$ cat src/gsipid_pkg.sv
// Shared types, constants and gain tables of the gain-scheduled incremental PID.
`default_nettype none

package gsipid_pkg;

  // Configuration register indexes
  localparam logic [1:0] REG_TARGET_SCALE = 2'd0;
  localparam logic [1:0] REG_OUT_UPPER    = 2'd1;
  localparam logic [1:0] REG_OUT_LOWER    = 2'd2;
  localparam logic [1:0] REG_SIGN_PRELOAD = 2'd3;

  // Configuration reset values
  localparam logic [15:0]       RST_TARGET_SCALE = 16'd256;
  localparam logic [9:0]        RST_OUT_UPPER    = 10'd599;
  localparam logic signed [10:0] RST_OUT_LOWER   = -11'sd599;
  localparam logic [9:0]        RST_SIGN_PRELOAD = 10'd265;

  localparam int unsigned DEF_CHANNELS = 2;

  // Datapath widths
  localparam int unsigned MUL_A_W = 26;  // error or target signed by its direction bit
  localparam int unsigned MUL_B_W = 19;  // Q6.12 coefficient or Q8.8 scale
  localparam int unsigned PROD_W  = MUL_A_W + MUL_B_W;
  localparam int unsigned INC_W   = PROD_W + 1;
  localparam int unsigned ACC_W   = 24;  // Q11.12 accumulator
  localparam int unsigned SUM_W   = 39;
  localparam int unsigned T_W     = 25;  // scaled target, Q.8
  localparam int unsigned DRV_W   = 10;

  // Band limits on |scaled target| in Q.8
  localparam logic [T_W-1:0] LIM_ZERO_GAIN = 25'd5120;
  localparam logic [T_W-1:0] LIM_BAND0     = 25'd2560;
  localparam logic [T_W-1:0] LIM_BAND1     = 25'd1792;
  localparam logic [T_W-1:0] LIM_BAND2     = 25'd1152;
  localparam logic [T_W-1:0] LIM_BAND3     = 25'd512;

  typedef enum logic [2:0] {
    BAND_0    = 3'd0,
    BAND_1    = 3'd1,
    BAND_2    = 3'd2,
    BAND_3    = 3'd3,
    BAND_4    = 3'd4,
    BAND_NONE = 3'd5
  } band_e;

  typedef enum logic [1:0] {
    SIGN_ZERO = 2'd0,
    SIGN_POS  = 2'd1,
    SIGN_NEG  = 2'd2,
    SIGN_BAD  = 2'd3
  } sign_e;

  typedef enum logic [3:0] {
    ST_IDLE,
    ST_MUL_T,
    ST_ERR,
    ST_MUL0,
    ST_MUL1,
    ST_ADD,
    ST_SUM,
    ST_CLAMP,
    ST_OUT
  } state_e;

  // A0 = Kp + Ki/400 in Q6.12
  function automatic logic signed [MUL_B_W-1:0] coef_a0(input band_e band);
    logic signed [MUL_B_W-1:0] c;
    unique case (band)
      BAND_0:  c = 19'sd24064;
      BAND_1:  c = 19'sd44544;
      BAND_2:  c = 19'sd84992;
      BAND_3:  c = 19'sd124928;
      BAND_4:  c = 19'sd144896;
      default: c = '0;
    endcase
    return c;
  endfunction

  // A1 = -Kp + Ki/400 in Q6.12
  function automatic logic signed [MUL_B_W-1:0] coef_a1(input band_e band);
    logic signed [MUL_B_W-1:0] c;
    unique case (band)
      BAND_0:  c = -19'sd16896;
      BAND_1:  c = -19'sd37376;
      BAND_2:  c = -19'sd78848;
      BAND_3:  c = -19'sd120832;
      BAND_4:  c = -19'sd141824;
      default: c = '0;
    endcase
    return c;
  endfunction

endpackage

`default_nettype wire

$ cat src/gain_scheduled_incremental_pid.sv
// Gain-scheduled incremental PID for two motors, built around one shared multiplier.
//
// Usage: one input transaction on s_axis carries both Q8.8 speed targets, the
// direction mask and both measured speeds. Each input transaction yields exactly
// one output transaction on m_axis with both clamped drive magnitudes and the
// sticky direction bits. Configuration is written through cfg_wr_en_i /
// cfg_idx_i / cfg_data_i while the block is idle; a write takes effect at once.
// Sequencing: a sequencer runs each channel through seven steps on
// the shared 26x19 multiplier and adder (scale target, form error, two
// coefficient products, sum, accumulate, clamp), and the result is loaded
// into the output register after the last channel. s_axis_tready goes
// high together with the result, so the next transaction can be accepted
// in that same cycle; a new item is not taken before the last one is done.
// The input side is not ready while an item is in work.
// The output register holds the last result; when the receiver stalls, the
// next item may still be accepted and computed, and it waits in the final
// step until the output register frees.
// Reset: accumulators, stored errors, sign codes and direction bits clear,
// the registers take their defaults, and no output is valid.
`default_nettype none

module gain_scheduled_incremental_pid #(
  parameter int unsigned CHANNELS = gsipid_pkg::DEF_CHANNELS
) (
  input  wire logic        clk_i,
  input  wire logic        rst_ni,
  // fields from bit 0: target_left[15:0], target_right[15:0], dir_mask[1:0],
  // measured_left[15:0], measured_right[15:0], zero fill
  input  wire logic [71:0] s_axis_tdata_i,
  input  wire logic        s_axis_tvalid_i,
  output logic             s_axis_tready_o,
  // fields from bit 0: drive_left[9:0], drive_right[9:0], drive_dirs[1:0], zero fill
  output logic [23:0]      m_axis_tdata_o,
  output logic             m_axis_tvalid_o,
  input  wire logic        m_axis_tready_i,
  input  wire logic        cfg_wr_en_i,
  input  wire logic [1:0]  cfg_idx_i,
  input  wire logic [15:0] cfg_data_i
);
  import gsipid_pkg::*;

  localparam int unsigned NumAct = (CHANNELS < 2) ? CHANNELS : 2;
  localparam int unsigned ChW    = (NumAct > 1) ? $clog2(NumAct) : 1;
  localparam logic [ChW-1:0] LastCh = ChW'(NumAct - 1);

  // Configuration registers
  logic [15:0]        scale_q;
  logic [9:0]         upper_q;
  logic signed [10:0] lower_q;
  logic [9:0]         preload_q;

  // Per-channel state
  logic signed [ACC_W-1:0]   acc_q  [NumAct];
  logic signed [MUL_A_W-1:0] el_q   [NumAct];
  sign_e                     sign_q [NumAct];
  logic [DRV_W-1:0]          drv_q  [NumAct];
  logic [1:0]                dir_q;

  // Sequencer and datapath registers
  state_e                    state_q, state_d;
  logic [ChW-1:0]            ch_q;
  logic [71:0]               in_q;
  logic signed [PROD_W-1:0]  prod_q;
  logic signed [MUL_A_W-1:0] e0_q;
  band_e                     band_q;
  sign_e                     code_q;
  logic signed [ACC_W-1:0]   base_q;
  logic signed [INC_W-1:0]   inc_q;
  logic signed [SUM_W-1:0]   sum_q;
  logic [23:0]               out_q;
  logic                      out_valid_q;

  logic                      accept;
  logic                      load_out;
  logic                      last_ch;

  // Per-channel input selection
  logic signed [15:0]        tgt_raw;
  logic signed [15:0]        meas;
  logic                      mask_bit;
  logic signed [16:0]        tgt_dir;

  // Shared multiplier
  logic signed [MUL_A_W-1:0] mul_a;
  logic signed [MUL_B_W-1:0] mul_b;
  logic signed [PROD_W-1:0]  prod_d;

  // Error step
  logic signed [T_W-1:0]     t_val;
  logic [T_W-1:0]            t_mag;
  logic signed [MUL_A_W-1:0] e0_d;
  band_e                     band_d;
  sign_e                     code_d;

  // Preset and clamp
  logic signed [ACC_W-1:0]   pre_pos;
  logic signed [SUM_W-1:0]   upper_ext;
  logic signed [SUM_W-1:0]   lower_ext;
  logic signed [ACC_W-1:0]   acc_new;
  logic [ACC_W:0]            acc_abs;
  logic [DRV_W-1:0]          drv_new;

  assign accept   = s_axis_tvalid_i && s_axis_tready_o;
  assign load_out = (state_q == ST_OUT) && (!out_valid_q || m_axis_tready_i);
  assign last_ch  = (ch_q == LastCh);

  // Select the current channel's fields
  always_comb begin
    if (ch_q == '0) begin
      tgt_raw  = in_q[15:0];
      meas     = in_q[49:34];
      mask_bit = in_q[32];
    end else begin
      tgt_raw  = in_q[31:16];
      meas     = in_q[65:50];
      mask_bit = in_q[33];
    end
    tgt_dir = mask_bit ? 17'(tgt_raw) : -17'(tgt_raw);
  end

  // Route operands into the shared multiplier
  always_comb begin
    unique case (state_q)
      ST_MUL_T: begin
        mul_a = MUL_A_W'(tgt_dir);
        mul_b = {3'b000, scale_q};
      end
      ST_MUL0: begin
        mul_a = e0_q;
        mul_b = coef_a0(band_q);
      end
      ST_MUL1: begin
        mul_a = el_q[ch_q];
        mul_b = coef_a1(band_q);
      end
      default: begin
        mul_a = '0;
        mul_b = '0;
      end
    endcase
    prod_d = mul_a * mul_b;
  end

  // Scale target, form error, pick band and sign
  always_comb begin
    t_val = prod_q[32:8];
    t_mag = t_val[T_W-1] ? T_W'(-t_val) : T_W'(t_val);
    e0_d  = MUL_A_W'(t_val) - MUL_A_W'($signed({meas, 8'h00}));
    priority if (t_mag > LIM_ZERO_GAIN) band_d = BAND_NONE;
    else if (t_mag > LIM_BAND0)         band_d = BAND_0;
    else if (t_mag > LIM_BAND1)         band_d = BAND_1;
    else if (t_mag > LIM_BAND2)         band_d = BAND_2;
    else if (t_mag > LIM_BAND3)         band_d = BAND_3;
    else                                band_d = BAND_4;
    priority if (t_val[T_W-1]) code_d = SIGN_NEG;
    else if (t_val != '0)      code_d = SIGN_POS;
    else                       code_d = SIGN_ZERO;
  end

  // Clamp the new accumulator and derive the drive magnitude
  always_comb begin
    pre_pos   = ACC_W'({preload_q, 12'h000});
    upper_ext = SUM_W'({upper_q, 12'h000});
    lower_ext = SUM_W'($signed({lower_q, 12'h000}));
    priority if (code_q == SIGN_ZERO) acc_new = '0;
    else if (sum_q > upper_ext)       acc_new = ACC_W'(upper_ext);
    else if (sum_q < lower_ext)       acc_new = ACC_W'(lower_ext);
    else                              acc_new = ACC_W'(sum_q);
    acc_abs = acc_new[ACC_W-1] ? (ACC_W+1)'(-(ACC_W+1)'(acc_new)) : (ACC_W+1)'(acc_new);
    drv_new = (acc_abs[22]) ? {DRV_W{1'b1}} : acc_abs[21:12];
  end

  // Next state
  always_comb begin
    state_d = state_q;
    unique case (state_q)
      ST_IDLE:  if (s_axis_tvalid_i) state_d = ST_MUL_T;
      ST_MUL_T: state_d = ST_ERR;
      ST_ERR:   state_d = ST_MUL0;
      ST_MUL0:  state_d = ST_MUL1;
      ST_MUL1:  state_d = ST_ADD;
      ST_ADD:   state_d = ST_SUM;
      ST_SUM:   state_d = ST_CLAMP;
      ST_CLAMP: state_d = last_ch ? ST_OUT : ST_MUL_T;
      ST_OUT:   if (load_out) state_d = ST_IDLE;
      default:  state_d = ST_IDLE;
    endcase
  end

  // Hold the sequencer state
  always_ff @(posedge clk_i or negedge rst_ni) begin
    if (!rst_ni) begin
      state_q <= ST_IDLE;
    end else begin
      state_q <= state_d;
    end
  end

  // Write configuration registers
  always_ff @(posedge clk_i or negedge rst_ni) begin
    if (!rst_ni) begin
      scale_q   <= RST_TARGET_SCALE;
      upper_q   <= RST_OUT_UPPER;
      lower_q   <= RST_OUT_LOWER;
      preload_q <= RST_SIGN_PRELOAD;
    end else if (cfg_wr_en_i) begin
      unique case (cfg_idx_i)
        REG_TARGET_SCALE: scale_q   <= cfg_data_i;
        REG_OUT_UPPER:    upper_q   <= cfg_data_i[9:0];
        REG_OUT_LOWER:    lower_q   <= cfg_data_i[10:0];
        REG_SIGN_PRELOAD: preload_q <= cfg_data_i[9:0];
        default:          scale_q   <= scale_q;
      endcase
    end
  end

  // Advance the channel counter
  always_ff @(posedge clk_i or negedge rst_ni) begin
    if (!rst_ni) begin
      ch_q <= '0;
    end else if (accept) begin
      ch_q <= '0;
    end else if (state_q == ST_CLAMP && !last_ch) begin
      ch_q <= ch_q + ChW'(1);
    end
  end

  // Datapath payload registers
  always_ff @(posedge clk_i) begin
    if (accept) begin
      in_q <= s_axis_tdata_i;
    end
    prod_q <= prod_d;
    if (state_q == ST_ERR) begin
      e0_q   <= e0_d;
      band_q <= band_d;
      code_q <= code_d;
    end
    if (state_q == ST_MUL0) begin
      if (sign_q[ch_q] != code_q) begin
        base_q <= (code_q == SIGN_NEG) ? -pre_pos : pre_pos;
      end else begin
        base_q <= acc_q[ch_q];
      end
    end
    if (state_q == ST_MUL1) begin
      inc_q <= INC_W'(prod_q);
    end
    if (state_q == ST_ADD) begin
      inc_q <= inc_q + INC_W'(prod_q);
    end
    if (state_q == ST_SUM) begin
      sum_q <= SUM_W'(base_q) + SUM_W'($signed(inc_q[INC_W-1:8]));
    end
    if (state_q == ST_CLAMP) begin
      drv_q[ch_q] <= drv_new;
    end
  end

  // Update per-channel loop state at the clamp step
  always_ff @(posedge clk_i or negedge rst_ni) begin
    if (!rst_ni) begin
      for (int i = 0; i < NumAct; i++) begin
        acc_q[i]  <= '0;
        el_q[i]   <= '0;
        sign_q[i] <= SIGN_ZERO;
      end
      dir_q <= 2'b00;
    end else if (state_q == ST_CLAMP) begin
      acc_q[ch_q]  <= acc_new;
      el_q[ch_q]   <= e0_q;
      sign_q[ch_q] <= code_q;
      dir_q[ch_q]  <= !acc_new[ACC_W-1];
    end
  end

  // Output register: load a finished result, drop it once taken
  always_ff @(posedge clk_i or negedge rst_ni) begin
    if (!rst_ni) begin
      out_valid_q <= 1'b0;
    end else if (load_out) begin
      out_valid_q <= 1'b1;
    end else if (m_axis_tready_i) begin
      out_valid_q <= 1'b0;
    end
  end

  always_ff @(posedge clk_i) begin
    if (load_out) begin
      out_q <= {2'b00, dir_q,
                (NumAct > 1) ? drv_q[NumAct-1] : {DRV_W{1'b0}},
                drv_q[0]};
    end
  end

  assign s_axis_tready_o = (state_q == ST_IDLE);
  assign m_axis_tdata_o  = out_q;
  assign m_axis_tvalid_o = out_valid_q;

  // On channel 0, a zero sign code always goes with a cleared accumulator
  assert property (@(posedge clk_i) disable iff (!rst_ni)
    (sign_q[0] == SIGN_ZERO) |-> (acc_q[0] == '0))
    else $error("accumulator not cleared for zero target");

  // An accepted item blocks the input side on the next cycle
  assert property (@(posedge clk_i) disable iff (!rst_ni)
    (s_axis_tvalid_i && s_axis_tready_o) |=> !s_axis_tready_o)
    else $error("input accepted while item in work");

  // A new result appears only from the final step
  assert property (@(posedge clk_i) disable iff (!rst_ni)
    $rose(m_axis_tvalid_o) |-> $past(state_q == ST_OUT))
    else $error("result raised outside final step");

  // The sign code never takes the unused value
  assert property (@(posedge clk_i) disable iff (!rst_ni)
    (state_q == ST_CLAMP) |-> (code_q != SIGN_BAD))
    else $error("invalid sign code");

endmodule

`default_nettype wire

$ cat config.mk
export PLATFORM = sky130hd
export DESIGN_NAME = gain_scheduled_incremental_pid
export DESIGN_NICKNAME = d
export VERILOG_FILES = /design/src/gsipid_pkg.sv /design/src/gain_scheduled_incremental_pid.sv
export SDC_FILE = /design/constraint.sdc
export NUM_CORES = 2
export LEC_CHECK = 0
export BUFFER_PORTS_ARGS = -buffer_cell sky130_fd_sc_hd__buf_4
export CAP_MARGIN = 20
export CORE_ASPECT_RATIO = 1.1
export CORE_UTILIZATION = 30
export CTS_CLUSTER_SIZE = 30
export DETAILED_ROUTE_END_ITERATION = 7
export HOLD_SLACK_MARGIN = 0.02
export PLACE_DENSITY = 0.41
export SETUP_SLACK_MARGIN = 0.05
export SLEW_MARGIN = 25
export SYNTH_ARGS = -nofsm -noshare
export SYNTH_HDL_FRONTEND = slang
export SYNTH_SLANG_ARGS = --single-unit
$ cat constraint.sdc
create_clock -name clk_i -period 14.8 [get_ports clk_i]
set_input_delay 0.74 -clock clk_i [delete_from_list [all_inputs] [get_ports clk_i]]
set_output_delay 0.74 -clock clk_i [all_outputs]
set_load 0.05 [all_outputs]
==> flow_metrics.env <==
export IMPL_chipHeight_um=391
export IMPL_ant_nets=0
export IMPL_place_congestion=0.833
export IMPL_synthToLayoutAreaGrowth_pct=12.4
export IMPL_drive_gt1_share_pct=9.55
export IMPL_finalSetupViolations=0
export IMPL_p_clk_share_pct=15.5
export IMPL_nets=5150
export IMPL_fp_coreArea_um2=136000
export IMPL_combPwrFrac_pct=60.6
export IMPL_finalCritPeriodShare_pct=72.8
export IMPL_drtIter0Drc=1467
export IMPL_drc=20
export IMPL_synth_edf_count=248
export IMPL_min_path_type="in2async"
export IMPL_drt_total_wl_um=128000
export IMPL_worst_slew_pin_slew_ps=1070
export IMPL_synth_distinct_cells=88
export IMPL_grt_usage_pct=18.8
export IMPL_clk_latency_ps=680
export IMPL_syn_area_per_cell_um2=9.77
export IMPL_vias=29400
export IMPL_cp_data_required_time_ps=15390
export IMPL_postSynthCellCount=4217
export IMPL_ys_seq_elements=452
export IMPL_hpwl_um=100000
export IMPL_clk_path_buf_depth=3
export IMPL_crit_top_cell="fa_1"
export IMPL_cts_tree="done"
export IMPL_multi_input_area_um2=26000
export IMPL_grt_pass1_vias=31200
export IMPL_wire_per_inst_um=20.9
export IMPL_grt_max_degree=84
export IMPL_io_buffers=112
export IMPL_root_buffer="clkbuf_16"
export IMPL_syn_cell_area_um2=41200
export IMPL_rsz0062_at_grt="false"
export IMPL_cellLeakagePower_nw=21.4
export IMPL_cpPeakStageDelay_ps=650
export IMPL_ioPinCount=121
export IMPL_cts_repair_resized=0
export IMPL_intPower_mw=4.82
export IMPL_violations="DRC"
export IMPL_finClkSkew_ps=56.2
export IMPL_numCtsBuffers=55
export IMPL_antenna_found_initial=4
export IMPL_ctsHoldBuffers=0
export IMPL_ys_flop_type="edfxtp_1"
export IMPL_end_kind="flop"
export IMPL_firstDrtPassIters=7
export IMPL_timing_final_hold_violations=0
export IMPL_cts_max_level=2
export IMPL_regArea_um2=12400
export IMPL_rows=142
export IMPL_relSlewSlack_pct=28.4
export IMPL_power_density_nw_per_um2=201
export IMPL_ir_drop_v=0.000103
export IMPL_tns_ps=0
export IMPL_fin_total_pwr_mw=9.29
export IMPL_p_sw_mw=4.47
export IMPL_clkSinkCount=452
export IMPL_p_seq_share_pct=23.9
export IMPL_holdWs_ps=52.0
export IMPL_yosysWarningCount=0
export IMPL_startpoint_type="flop"
export IMPL_arrival_ps=11360
export IMPL_crit_path_top_delay_cell="buf_4"
export IMPL_crit_type="reg2reg"
export IMPL_yosysSeqAreaShare_pct=30.0
export IMPL_fmax_mhz=92.8
export IMPL_swShare_pct=48.1
export IMPL_grt_pass1_wl_um=196000
export IMPL_maxCapViolations=0
export IMPL_post_route_min_period_ps=10770
export IMPL_clkTransAtPathRegs_ps=60
export IMPL_vias_per_cell=4.78
export IMPL_grt_overflow=0
export IMPL_dieArea_um2=139000
export IMPL_cp_max_fo=32
export IMPL_cts_setup_buffers=0
export IMPL_async_flop_share_pct=35.2
export IMPL_initial_utilization_pct=30.2
export IMPL_drv_slew=0
export IMPL_die_w_um=355
export IMPL_outcome="finished, violations left"
export IMPL_nFillCells=14000
-- registers in the layout (all words and copies together), names as in the netlist, 11 cells and up --
name / flops
acc_q: 48
base_q: 24
drv_q: 20
e0_q: 26
el_q: 52
in_q: 66
inc_q: 46
lower_q: 11
m_axis_tdata_o: 22
prod_q: 45
scale_q: 16
sum_q: 39
-- Yosys cell counts (48+ instances only) --
master,instances,area (um^2)
ha_1,266,3330
xnor2_1,104,911
fa_1,491,9830
a21o_1,86,646
edfxtp_1,248,7450
inv_1,614,2300
dfrtp_1,143,3580
mux2_2,60,676
clkbuf_1,146,548
xor2_1,68,596
a21oi_1,153,766
mux2i_1,83,831
o21ai_1,82,410
nor2_1,356,1340
o21ai_0,103,515
nand3_1,48,240
nand2_1,636,2390
-- area by class of cell --
type                            count  area share (%)
Timing Repair Buffer              186            3.07
Sequential cell                   452            26.7
Multi-Input combinational cell   2989            56.2
Clock buffer                       77            3.35
Inverter                          614            4.98
Antenna cell                        1         0.00541
Tap cell                         1800            4.87
Clock inverter                     27           0.803
-- power groups by stage --
stage,clock network (mW),logic [mW],registers [mW]
6_report,1.44,5.64,2.22
3_3_place_gp,0,5.67,2.24
3_5_place_dp,0,5.65,2.24
4_1_cts,1.49,5.71,2.22
2_1_floorplan,0,3.95,2.10
5_1_grt,1.53,6.35,2.27
-- kinds of logic (layout without fill, tap and decap cells) --
| group | count (synthesis) | in the layout | synth area share [%] |
|---|---|---|---|
| and+or+nand+nor | 1255 | 1255 | 12.9 |
| buffers and inverters | 777 | 904 | 7.15 |
| adders and majority gates | 757 | 757 | 31.9 |
| AOI/OAI and AO/OA | 658 | 658 | 10.6 |
| DFF | 452 | 452 | 30.0 |
| xor gates and xnor gates | 172 | 172 | 3.66 |
| muxes | 145 | 145 | 3.72 |
| other | 1 | 3 | 0.00911 |
-- layer usage --
| metal | up-vias | wire length, um | global-route usage (%) | part of all wire (%) |
|---|---|---|---|---|
| met5 | - | 0 | 0 | 0 |
| met4 | 0 | 3800 | 5.44 | 3.0 |
| met3 | 163 | 4580 | 2.18 | 3.6 |
| met2 | 533 | 61600 | 32.1 | 48 |
| met1 | 14700 | 58200 | 24.9 | 45 |
| li1 | 14000 | - | - | - |
-- critical path: cells and delay by family (launching register included) --
kind                     cells  cell delay (ps)
flip-flops                   1              630
AO/OA/AOI/OAI               10             2750
buffers and inverters        9             2020
AND/OR/NAND/NOR              8             1170
XOR/XNOR                     1              140
adder cells (fa/ha/maj)      8             3930
-- worst paths after layout --
kind                                   start                 end  slack, ps  cells past startpoint
min in group clk_i         s_axis_tdata_i[7]             in_q[7]        240                      1
max                                     ch_q          prod_q[44]       4030                     36
max in group asynchronous             rst_ni                ch_q      12760                      3
min reg2reg                      drv_q[1][4]  m_axis_tdata_o[14]        420                      0
max reg2reg                             ch_q          prod_q[44]       4030                     36
min                                   rst_ni          upper_q[3]         50                      1
-- layout by cell type, fill, tap and decap left out, types with 10 or more instances in the layout --
| cell type | instances |
|---|---|
| nand2_1 | 635 |
| o21bai_1 | 23 |
| clkbuf_1 | 15 |
| nor4_1 | 10 |
| or3_1 | 16 |
| mux2i_1 | 83 |
| a21o_1 | 85 |
| nand2b_1 | 29 |
| and3_1 | 22 |
| xor2_1 | 68 |
| clkbuf_16 | 57 |
| clkinv_2 | 12 |
| a211oi_1 | 23 |
| o21ai_0 | 102 |
| nor2b_1 | 36 |
| and2_1 | 16 |
| dfrtp_1 | 142 |
| nor3_1 | 23 |
| a21oi_1 | 153 |
| o21ai_1 | 82 |
| buf_4 | 184 |
| xnor2_1 | 104 |
| inv_1 | 611 |
| dfxtp_1 | 45 |
| o221a_2 | 15 |
| nand3_1 | 48 |
| nand4_1 | 20 |
| o31ai_1 | 15 |
| fa_1 | 491 |
| a221o_1 | 13 |
| a221oi_1 | 10 |
| o21a_1 | 23 |
| nor2_1 | 352 |
| mux2_2 | 60 |
| a31oi_1 | 10 |
| dfstp_2 | 16 |
| ha_1 | 266 |
| o221ai_1 | 11 |
| edfxtp_1 | 248 |
-- through the flow --
stage	cells	area [um^2]	util [%]	setup WS, ps
after floorplan	4218	41200	-	5840
after global routing	6145	46300	34.0	3560
final	6146	46300	34.0	4030
after global placement	6040	44300	32.5	4000
after detailed placement	6040	44300	32.5	4040
after CTS	6144	46200	33.9	3970
(Power assumes the default switching activity.)
